===== config.mk =====
export PLATFORM = sky130hd
export DESIGN_NAME = rmq_div_cell
export DESIGN_NICKNAME = d
export VERILOG_FILES = /design/src/sv/rmq_pkg.sv /design/src/sv/rmq_div_cell.sv
export SDC_FILE = /design/constraint.sdc
export NUM_CORES = 1
export LEC_CHECK = 0
export ABC_AREA = 1
export BUFFER_PORTS_ARGS = -buffer_cell sky130_fd_sc_hd__buf_2
export CORE_UTILIZATION = 54
export DETAILED_ROUTE_END_ITERATION = 8
export PLACE_DENSITY = 0.86
export SLEW_MARGIN = 10
export SYNTH_ARGS = -nofsm -noshare
export SYNTH_HDL_FRONTEND = slang
export SYNTH_SLANG_ARGS = --single-unit

===== constraint.sdc =====
create_clock -name clk_i -period 2 [get_ports clk_i]
set_clock_uncertainty 0.15 [all_clocks]
set_input_delay 0.4 -clock clk_i [delete_from_list [all_inputs] [get_ports clk_i]]
set_output_delay 0.4 -clock clk_i [all_outputs]
set_load 0.1 [all_outputs]

===== src/sv/rmq_pkg.sv =====
`timescale 1ns / 1ps
// ----------------------------------------------------------------------------
// rmq_pkg
// Shared types for the matrix-to-quaternion converter.
// ----------------------------------------------------------------------------
package rmq_pkg;

  // which quaternion part takes the half root
  typedef enum logic [1:0] {
    PIV_TRACE = 2'd0,
    PIV_X     = 2'd1,
    PIV_Y     = 2'd2,
    PIV_Z     = 2'd3
  } pivot_e;

  // per-cell pipeline control
  typedef struct packed {
    logic en;
    logic valid;
  } cell_ctl_t;

endpackage


===== src/sv/rmq_div_cell.sv =====
`timescale 1ns / 1ps
// ----------------------------------------------------------------------------
// rmq_div_cell
// One restoring division step for three lanes sharing one divisor.
// ----------------------------------------------------------------------------
module rmq_div_cell import rmq_pkg::*; #(
  parameter int NW  = 31,
  parameter int DVW = 17,
  parameter int MW  = 8
) (
  input  logic            clk_i,
  input  logic            rst_ni,
  input  cell_ctl_t       ctl_i,
  input  logic [DVW-1:0]  div_i,
  input  logic [NW-1:0]   num_i [3],
  input  logic [DVW-1:0]  rem_i [3],
  input  logic [MW-1:0]   meta_i,
  output logic            valid_o,
  output logic [DVW-1:0]  div_o,
  output logic [NW-1:0]   num_o [3],
  output logic [DVW-1:0]  rem_o [3],
  output logic [MW-1:0]   meta_o
);

  logic [DVW:0]   tmp   [3];
  logic           ge    [3];
  logic [DVW-1:0] rem_d [3];
  logic [NW-1:0]  num_d [3];
  logic           valid_q;
  logic [DVW-1:0] div_q;
  logic [NW-1:0]  num_q [3];
  logic [DVW-1:0] rem_q [3];
  logic [MW-1:0]  meta_q;

  // numerator shifts out at the top, quotient bits shift in at the bottom
  always_comb begin
    for (int l = 0; l < 3; l++) begin
      tmp[l]   = {rem_i[l], num_i[l][NW-1]};
      ge[l]    = (tmp[l] >= {1'b0, div_i});
      rem_d[l] = ge[l] ? DVW'(tmp[l] - {1'b0, div_i}) : DVW'(tmp[l]);
      num_d[l] = {num_i[l][NW-2:0], ge[l]};
    end
  end

  always_ff @(posedge clk_i or negedge rst_ni) begin
    if (!rst_ni) begin
      valid_q <= 1'b0;
    end else if (ctl_i.en) begin
      valid_q <= ctl_i.valid;
    end
  end

  always_ff @(posedge clk_i) begin
    if (ctl_i.en) begin
      div_q  <= div_i;
      num_q  <= num_d;
      rem_q  <= rem_d;
      meta_q <= meta_i;
    end
  end

  assign valid_o = valid_q;
  assign div_o   = div_q;
  assign num_o   = num_q;
  assign rem_o   = rem_q;
  assign meta_o  = meta_q;

endmodule


==> impl_metrics.json <==
{
  "ys_warn_count": 0,
  "antenna_found_initial": 3,
  "cts_max_level": 4,
  "status": "finished with violations",
  "synthTopCellsByCount": "nand2_1, edfxtp_1, inv_1",
  "drc": 0,
  "overflow": 0,
  "wl_per_cell_um": 20.4,
  "clock_path_buffers": 2,
  "slew_violations": 0,
  "ys_async_sr_fraction_pct": 0.588,
  "num_vias": 10134,
  "seqPwrFrac_pct": 33.9,
  "finalHoldViolCount": 0,
  "routed_wl_um": 37000,
  "dp_hpwl_um": 22600,
  "critical_path_class": "in -> reg",
  "p_int_w": 0.00733,
  "crit_fanout": 8,
  "die_w_um": 133,
  "die_y_um": 133,
  "p_per_area_mw_per_mm2": 910,
  "synth_top_area_cell": "edfxtp_1",
  "endpoint_kind": "flop",
  "fin_nets": 1808,
  "rrSetupSlack_ns": 1.04,
  "grt_usage_pct": 36.9,
  "ys_types": 35,
  "synth_top_area_share_pct": 55.0,
  "area_growth_pct": 56.9,
  "core_area_sq_mm": 0.0166,
  "clkTransAtPathRegs_ns": 0.07,
  "rsz0062_at_grt": "true",
  "synthTopCellsByArea": "edfxtp_1, nand2_1, ha_1",
  "synthCells": 1006,
  "ys_seq_area_share_pct": 55.2,
  "setup_viol": 33,
  "numCtsBuffers": 17,
  "worst_slew_pin_slew_ns": 0.540,
  "grt_pass1_vias": 9302,
  "clock_sinks": 170,
  "period_minus_slack_ns": 2.13,
  "grt_max_degree": 63,
  "ys_ff_latch": 170,
  "synth_fp_nets": 1233,
  "holdCritPathClass": "in -> reg",
  "clk_latency_ns": 0.43,
  "failed_checks": "setup timing",
  "cts_tree": "done",
  "netlist_area_sq_mm": 0.00923,
  "required_ns": 2.02,
  "io_pins": 343,
  "fin_ws_ns": -0.130,
  "rows": 47,
  "slew_headroom_pct": 64.3,
  "numPortBuffers": 342,
  "fmax_mhz": 470,
  "place_congestion": 0.926,
  "drt_iter0_drc": 989,
  "avgViaCountPerCell": 5.58,
  "netSwitchingPower_w": 0.00587,
  "initial_utilization_pct": 55.5,
  "power_w": 0.0132,
  "setup_tns_ns": -2.01,
  "cap_violations": 0,
  "dr.pass1.iters": 8,
  "synth_most_common_cell": "nand2_1",
  "ys.flop_type": "edfxtp_1",
  "finalCritPeriodShare_pct": 106,
  "swShare_pct": 44.5,
  "drive_gt1_share_pct": 41.1,
  "clockPowerShare_pct": 24.9,
  "leakage_nw": 7.19,
  "cp-start-kind": "primary input",
  "max-vdd-ir-drop_mv": 0.702,
  "synth_edf_count": 169,
  "die_area_sq_mm": 0.0176,
  "syn_avg_cell_area_sq_um": 9.18,
  "worst-endpoint-arrival_ns": 2.15,
  "ant_nets": 0,
  "cts-root-buf": "clkbuf_16",
  "p_comb_share_pct": 41.2,
  "grt_pass1_wl_um": 48700
}
-- area by class of cell --
cell class	instances	area, sq um
Antenna cell	2	5.00
Tap cell	220	275
Clock buffer	18	429
Sequential cell	170	5100
Inverter	166	656
Multi-Input combinational cell	661	4120
Timing Repair Buffer	565	3750
Fill cell	761	2150
Clock inverter	14	154
-- cell families after synthesis --
group | synth area share [%]
fa+ha+maj | 7.56
xor+xnor | 1.90
compound gates | 1.84
buf+inv | 7.68
flops | 55.2
mux | 0.122
simple gates | 25.7
-- layout by cell type (no fill, tap or decap), drive strengths merged --
cell type | netlist | final
nor3 | 9 | 9
nand4 | 5 | 5
nor2 | 42 | 42
and3 | 1 | 1
clkinvlp | 0 | 9
xor2 | 18 | 18
mux2 | 1 | 1
fa | 3 | 3
and2 | 3 | 3
edfxtp | 169 | 169
diode | 0 | 2
inv | 166 | 163
ha | 51 | 51
nor4 | 1 | 1
nand2 | 404 | 404
buf | 9 | 466
a21oi | 28 | 28
nand3 | 78 | 78
xnor2 | 2 | 2
or2 | 5 | 5
clkbuf | 0 | 19
dlygate4sd3 | 0 | 98
nand3b | 7 | 7
o21ai | 3 | 3
dfrtp | 1 | 1
clkinv | 0 | 8
-- power groups by stage --
stage               clock network (W)  registers (W)  logic [W]
floorplan                           0        0.00709    0.00107
global placement                    0        0.00451    0.00477
detailed placement                  0        0.00453    0.00485
CTS                           0.00325        0.00446    0.00503
global route                  0.00342        0.00450    0.00561
finish                        0.00329        0.00447    0.00543
-- state kept, by name, indices dropped and copies added, names as in the netlist --
name	count
valid_o	1
num_o	93
meta_o	8
rem_o	51
div_o	17
-- what timing repair did --
item | in CTS | in global routing
gates resized for setup | 1 | 123
pin swaps | 0 | 25
hold endpoints to repair | 94 | 4
endpoints found under the setup margin | 1 | 51
buffers inserted | 0 | 6
hold buffers | 94 | 4
-- stage by stage --
stage | cells | hold slack [ns] | util [%] | instance area (sq um) | setup slack, ns
after floorplan | 1006 | -0.0456 | - | 9470 | -0.175
after global placement | 1678 | 0.0244 | 74.3 | 12400 | -0.402
after detailed placement | 1678 | 0.0279 | 74.3 | 12400 | -0.468
after CTS | 1804 | 0.000429 | 83.4 | 13900 | 0.000274
after global routing | 1814 | -0.00342 | 87.0 | 14500 | -0.234
final | 1816 | 0.0106 | 87.1 | 14500 | -0.130
-- path summary, 6_finish.rpt --
kind                                          start                  end  depth (start not counted)
worst max-delay path                       div_i[9]  rem_o[48]$_DFFE_PP_                         15
worst min-delay path                       num_i[9]  num_o[10]$_DFFE_PP_                          1
worst max register to register  valid_o$_DFFE_PN0P_  valid_o$_DFFE_PN0P_                          1
worst min register to register  valid_o$_DFFE_PN0P_  valid_o$_DFFE_PN0P_                          1
max in group asynchronous                    rst_ni  valid_o$_DFFE_PN0P_                          2
min in group asynchronous                    rst_ni  valid_o$_DFFE_PN0P_                          2
-- metal layers --
metal	up-vias	wire, um	track usage, %
li1	4391	-	-
met5	-	12	0
met1	4618	12100	39.0
met4	2	3130	20.6
met3	278	3630	8.93
met2	845	18100	67.1
-- critical path, stage by stage --
cell        delay (ns)
buf_4             0.11
clkinvlp_4        0.25
ha_4              0.41
nand2_1           0.08
nand2_2           0.08
inv_1             0.07
nand2_2           0.09
inv_2             0.05
nand3_2           0.09
nand2_2           0.07
nand2_4           0.11
inv_4             0.06
buf_12            0.14
nand2_1           0.06
nand2_1           0.09
Power figures use the tool's default switching activity.
