<file path="src/sv/rmq_pkg.sv">
`timescale 1ns / 1ps
// ----------------------------------------------------------------------------
// rmq_pkg
// Shared types for the matrix-to-quaternion converter.
// ----------------------------------------------------------------------------
package rmq_pkg;

  // which quaternion part takes the half root
  typedef enum logic [1:0] {
    PIV_TRACE = 2'd0,
    PIV_X     = 2'd1,
    PIV_Y     = 2'd2,
    PIV_Z     = 2'd3
  } pivot_e;

  // per-cell pipeline control
  typedef struct packed {
    logic en;
    logic valid;
  } cell_ctl_t;

endpackage

</file>
<file path="src/sv/rmq_sqrt_cell.sv">
`timescale 1ns / 1ps
// ----------------------------------------------------------------------------
// rmq_sqrt_cell
// One digit of a restoring integer square root; one result bit per cell.
// ----------------------------------------------------------------------------
module rmq_sqrt_cell import rmq_pkg::*; #(
  parameter int SQW = 32,
  parameter int RW  = 16,
  parameter int MW  = 8
) (
  input  logic            clk_i,
  input  logic            rst_ni,
  input  cell_ctl_t       ctl_i,
  input  logic [SQW-1:0]  rad_i,
  input  logic [RW+1:0]   rem_i,
  input  logic [RW-1:0]   root_i,
  input  logic [MW-1:0]   meta_i,
  output logic            valid_o,
  output logic [SQW-1:0]  rad_o,
  output logic [RW+1:0]   rem_o,
  output logic [RW-1:0]   root_o,
  output logic [MW-1:0]   meta_o
);

  logic [RW+3:0]  tmp;
  logic [RW+3:0]  trial;
  logic           ge;
  logic [RW+1:0]  rem_d;
  logic [RW-1:0]  root_d;
  logic           valid_q;
  logic [SQW-1:0] rad_q;
  logic [RW+1:0]  rem_q;
  logic [RW-1:0]  root_q;
  logic [MW-1:0]  meta_q;

  always_comb begin
    tmp    = {rem_i, rad_i[SQW-1 -: 2]};
    trial  = (RW+4)'({root_i, 2'b01});
    ge     = (tmp >= trial);
    rem_d  = ge ? (RW+2)'(tmp - trial) : (RW+2)'(tmp);
    root_d = {root_i[RW-2:0], ge};
  end

  always_ff @(posedge clk_i or negedge rst_ni) begin
    if (!rst_ni) begin
      valid_q <= 1'b0;
    end else if (ctl_i.en) begin
      valid_q <= ctl_i.valid;
    end
  end

  always_ff @(posedge clk_i) begin
    if (ctl_i.en) begin
      rad_q  <= rad_i << 2;
      rem_q  <= rem_d;
      root_q <= root_d;
      meta_q <= meta_i;
    end
  end

  assign valid_o = valid_q;
  assign rad_o   = rad_q;
  assign rem_o   = rem_q;
  assign root_o  = root_q;
  assign meta_o  = meta_q;

endmodule

</file>
<file path="config.mk">
export PLATFORM = sky130hd
export DESIGN_NAME = rmq_sqrt_cell
export DESIGN_NICKNAME = d
export VERILOG_FILES = /design/src/sv/rmq_pkg.sv /design/src/sv/rmq_sqrt_cell.sv
export SDC_FILE = /design/constraint.sdc
export NUM_CORES = 1
export LEC_CHECK = 0
export BUFFER_PORTS_ARGS = -buffer_cell sky130_fd_sc_hd__clkbuf_2
export CORE_UTILIZATION = 47
export CTS_CLUSTER_SIZE = 28
export DETAILED_ROUTE_END_ITERATION = 16
export PLACE_DENSITY = 0.82
export REMOVE_ABC_BUFFERS = 1
export SETUP_SLACK_MARGIN = 0.05
export SLEW_MARGIN = 30
export SYNTH_ARGS = -nofsm -noshare
export SYNTH_HDL_FRONTEND = slang
export SYNTH_SLANG_ARGS = --single-unit
</file>
<file path="constraint.sdc">
create_clock -name clk_i -period 0.89 [get_ports clk_i]
set_input_delay 0 -clock clk_i [delete_from_list [all_inputs] [get_ports clk_i]]
set_output_delay 0 -clock clk_i [all_outputs]
set_load 0.01 [all_outputs]
</file>
==> results.yml <==
worst_setup_path:
  path_delay_family: "compound AO/OA/AOI/OAI gates"
  arrival_ns: 1.99
  cp_common_cell: "mux2i_1"
  max_stage_delay_ns: 0.38
  end_kind: "flip-flop"
  cp_cell_sequence: "buf_6 -> inv_4 -> ha_4 -> buf_12 -> nand2_4 -> o31a_1 -> o21ai_4 -> a41oi_4 -> buf_4 -> mux2i_1 -> nand2_1 -> mux2i_1"
  required_ns: 1.09
  crit_path_max_fanout: 4
  cp-start-kind: "input port"
  critPathBufInv: 4
  cp_slowest_cell: "o31a_1"
  critPathKind: "in2reg"
sta:
  rsz0062_at_grt: "true"
  drv_slew: 0
  period_minus_slack_ns: 1.80
  skew_ns: 0
  tightest_slew_ns: 0.513
  period_share: 2.02
  fin_setup_tns_ns: -17.33
  maxSlewHeadroom: 0.656
  setup_ws_ns: -0.905
  fmax_mhz: 557
  hold_viol: 0
  hold-worst-slack_ns: 0.00362
  setup_violations: 72
synthesis:
  yosysTopAreaCellShare: 0.633
  syn_avg_cell_area_um2: 14.2
  synth.area.top_cells: "edfxtp_1 63%, ha_1 6.6%, mux2_2 4.6%"
  synth_cell_types: 44
  synthCells: 240
  syn-cell-area_mm2: 0.00341
  yosysSeqAreaShare: 0.641
  ys_warn_count: 0
  yosysTopAreaCell: "edfxtp_1"
  synth_seq_cells: 73
floorplan:
  start_util: 0.494
  ios: 153
  core_mm2: 0.00691
  rows: 30
  die_area_mm2: 0.00761
  die_height_um: 87.2
  dieWidth_um: 87.2
power_and_ir_drop:
  swShare: 0.318
  seqPwrFrac: 0.418
  p_sw_mw: 3.30
  p_total_mw: 10.4
  p_clk_frac: 0.267
  cellPowerDensity_mw_per_mm2: 1670
  p_comb_frac: 0.315
  leakagePower_nw: 2.82
  cell_internal_pwr_mw: 7.09
  ir_worst_vdd_v: 0.000972
cts:
  root_buffer: "clkbuf_8"
  clk_pin_slew_ns: 0.09
  clock_latency_ns: 0.36
  cts_made_buffers: 9
  cts_buffer_depth: 2
  numClockSinks: 73
  cts_tree: "built"
  htree_levels: 3
grt:
  gr-total-overflow: 0
  track_usage: 0.377
  grt_first_pass_wirelength_um: 20400
  grt_max_degree: 27
  grt_pass1_vias: 3608
  antenna_found_initial: 2
layout:
  fin_area_mm2: 0.00622
  register_area_mm2: 0.00219
  final_cell_mix: "135 x clkbuf_2, 72 x buf_4, 72 x edfxtp_1"
  fillers: 265
  instances_no_fill: 644
  area_growth_pct: 82.2
  drive_above_1_share: 0.577
  multi_input_area_mm2: 0.00149
  fin_nets: 640
  post-route-util: 0.901
  layout_commonest_cell: "clkbuf_2"
  antenna_cells: 0
outcome:
  status: "finished with violations"
  violations: "setup timing"
hold_path:
  hold_path.class: "in2reg"
route:
  vias: 3878
  drt_iter0_drc: 558
  firstDrtPassIters: 6
  routedWlPerCell_um: 26.4
  route.detailed.drc: 0
  wirelength_um: 17000
  antenna_left: 0
  via_per_inst: 6.02
run:
  drv_cap: 0
place:
  place_ws_ns: -1.32
  dpl_cell_area_mm2: 0.00472
  dp_hpwl_um: 6400
  port_buffers: 150
  gp_congestion: 0.892
  place_inst: 540
## flip-flops by register name, indices dropped and copies added (netlist names)
| register | cells |
|---|---|
| rad_o | 30 |
| rem_o | 18 |
| root_o | 16 |
| meta_o | 8 |
| valid_o | 1 |
## path summary, 6_finish.rpt
path	startpoint	end	slack (ns)	cells past startpoint
setup / recovery	root_i[1]	rem_o[15]	-0.91	12
max in group asynchronous	rst_ni	valid_o	0.20	3
hold / removal	rem_i[0]	rem_o[2]	0.004	2
setup reg to reg	valid_o	valid_o	0.04	1
min in group asynchronous	rst_ni	valid_o	0.55	3
hold reg to reg	valid_o	valid_o	0.66	1
## routing by layer
| layer | share of wire | vias to the layer above | GRT usage | wire (µm) |
|---|---|---|---|---|
| li1 | - | 1504 | - | - |
| met1 | 0.33 | 1809 | 0.441 | 5640 |
| met2 | 0.46 | 427 | 0.623 | 7880 |
| met3 | 0.13 | 134 | 0.109 | 2160 |
| met4 | 0.077 | 4 | 0.215 | 1320 |
| met5 | 0.0013 | - | 0 | 22 |
## cell families after synthesis
| group | count (synthesis) | share of synthesized area |
|---|---|---|
| DFF | 73 | 0.641 |
| muxes | 19 | 0.0616 |
| buffers and inverters | 26 | 0.0337 |
| and+or+nand+nor | 46 | 0.0656 |
| adders and majority gates | 18 | 0.0660 |
| AOI/OAI and AO/OA | 43 | 0.0956 |
| other | 1 | 0.00110 |
| xor gates and xnor gates | 14 | 0.0359 |
## power groups by stage
stage	sequential [mW]	combinational (mW)	clock, mW
after floorplan	4.55	0.766	0
after global placement	4.34	1.94	0
after detailed placement	4.36	2.01	0
after CTS	4.29	2.55	2.52
after global routing	4.36	3.36	2.87
final	4.35	3.27	2.77
## Yosys cell counts
| library cell | count |
|---|---|
| edfxtp_1 | 72 |
| inv_1 | 20 |
| ha_1 | 18 |
| a21oi_1 | 15 |
| mux2_2 | 14 |
| nand2_1 | 12 |
| nor2_1 | 11 |
| xnor2_1 | 10 |
| nor3_1 | 6 |
| o21a_1 | 6 |
| nand3_1 | 5 |
| xor2_1 | 4 |
| a211oi_1 | 3 |
| a31oi_1 | 3 |
| mux2i_1 | 3 |
| nand2b_1 | 3 |
| a21o_1 | 2 |
| buf_2 | 2 |
| buf_4 | 2 |
| mux2_1 | 2 |
| nand4_1 | 2 |
| o21ai_0 | 2 |
| o21ai_2 | 2 |
| a2111oi_1 | 1 |
| a211o_1 | 1 |
| a221oi_1 | 1 |
| a41oi_4 | 1 |
| and3_1 | 1 |
| buf_6 | 1 |
| clkbuf_1 | 1 |
| conb_1 | 1 |
| dfrtp_1 | 1 |
| nand3b_1 | 1 |
| nor2b_1 | 1 |
| nor2b_2 | 1 |
| nor4_1 | 1 |
| nor4b_1 | 1 |
| o2111ai_1 | 1 |
| o211ai_1 | 1 |
| o211ai_4 | 1 |
| o21ai_1 | 1 |
| o21ai_4 | 1 |
| o31a_1 | 1 |
| or4_1 | 1 |
## final cells by class
type	count	area share
flip-flops and latches	73	0.351
repair buffers	298	0.348
multi-input cells	142	0.239
clock buffers	9	0.0199
well taps	96	0.0193
inverters	20	0.0125
clock inverters	6	0.00965
## what timing repair did
action                                  in CTS  in global routing
endpoints found under the setup margin      90                 97
resized for setup                           42                 61
pin swaps                                   23                 15
gates cloned                                 1                  0
hold endpoints to repair                    68                  1
hold buffers                                65                  1
buffers inserted                            15                  8
(Power assumes the default switching activity.)
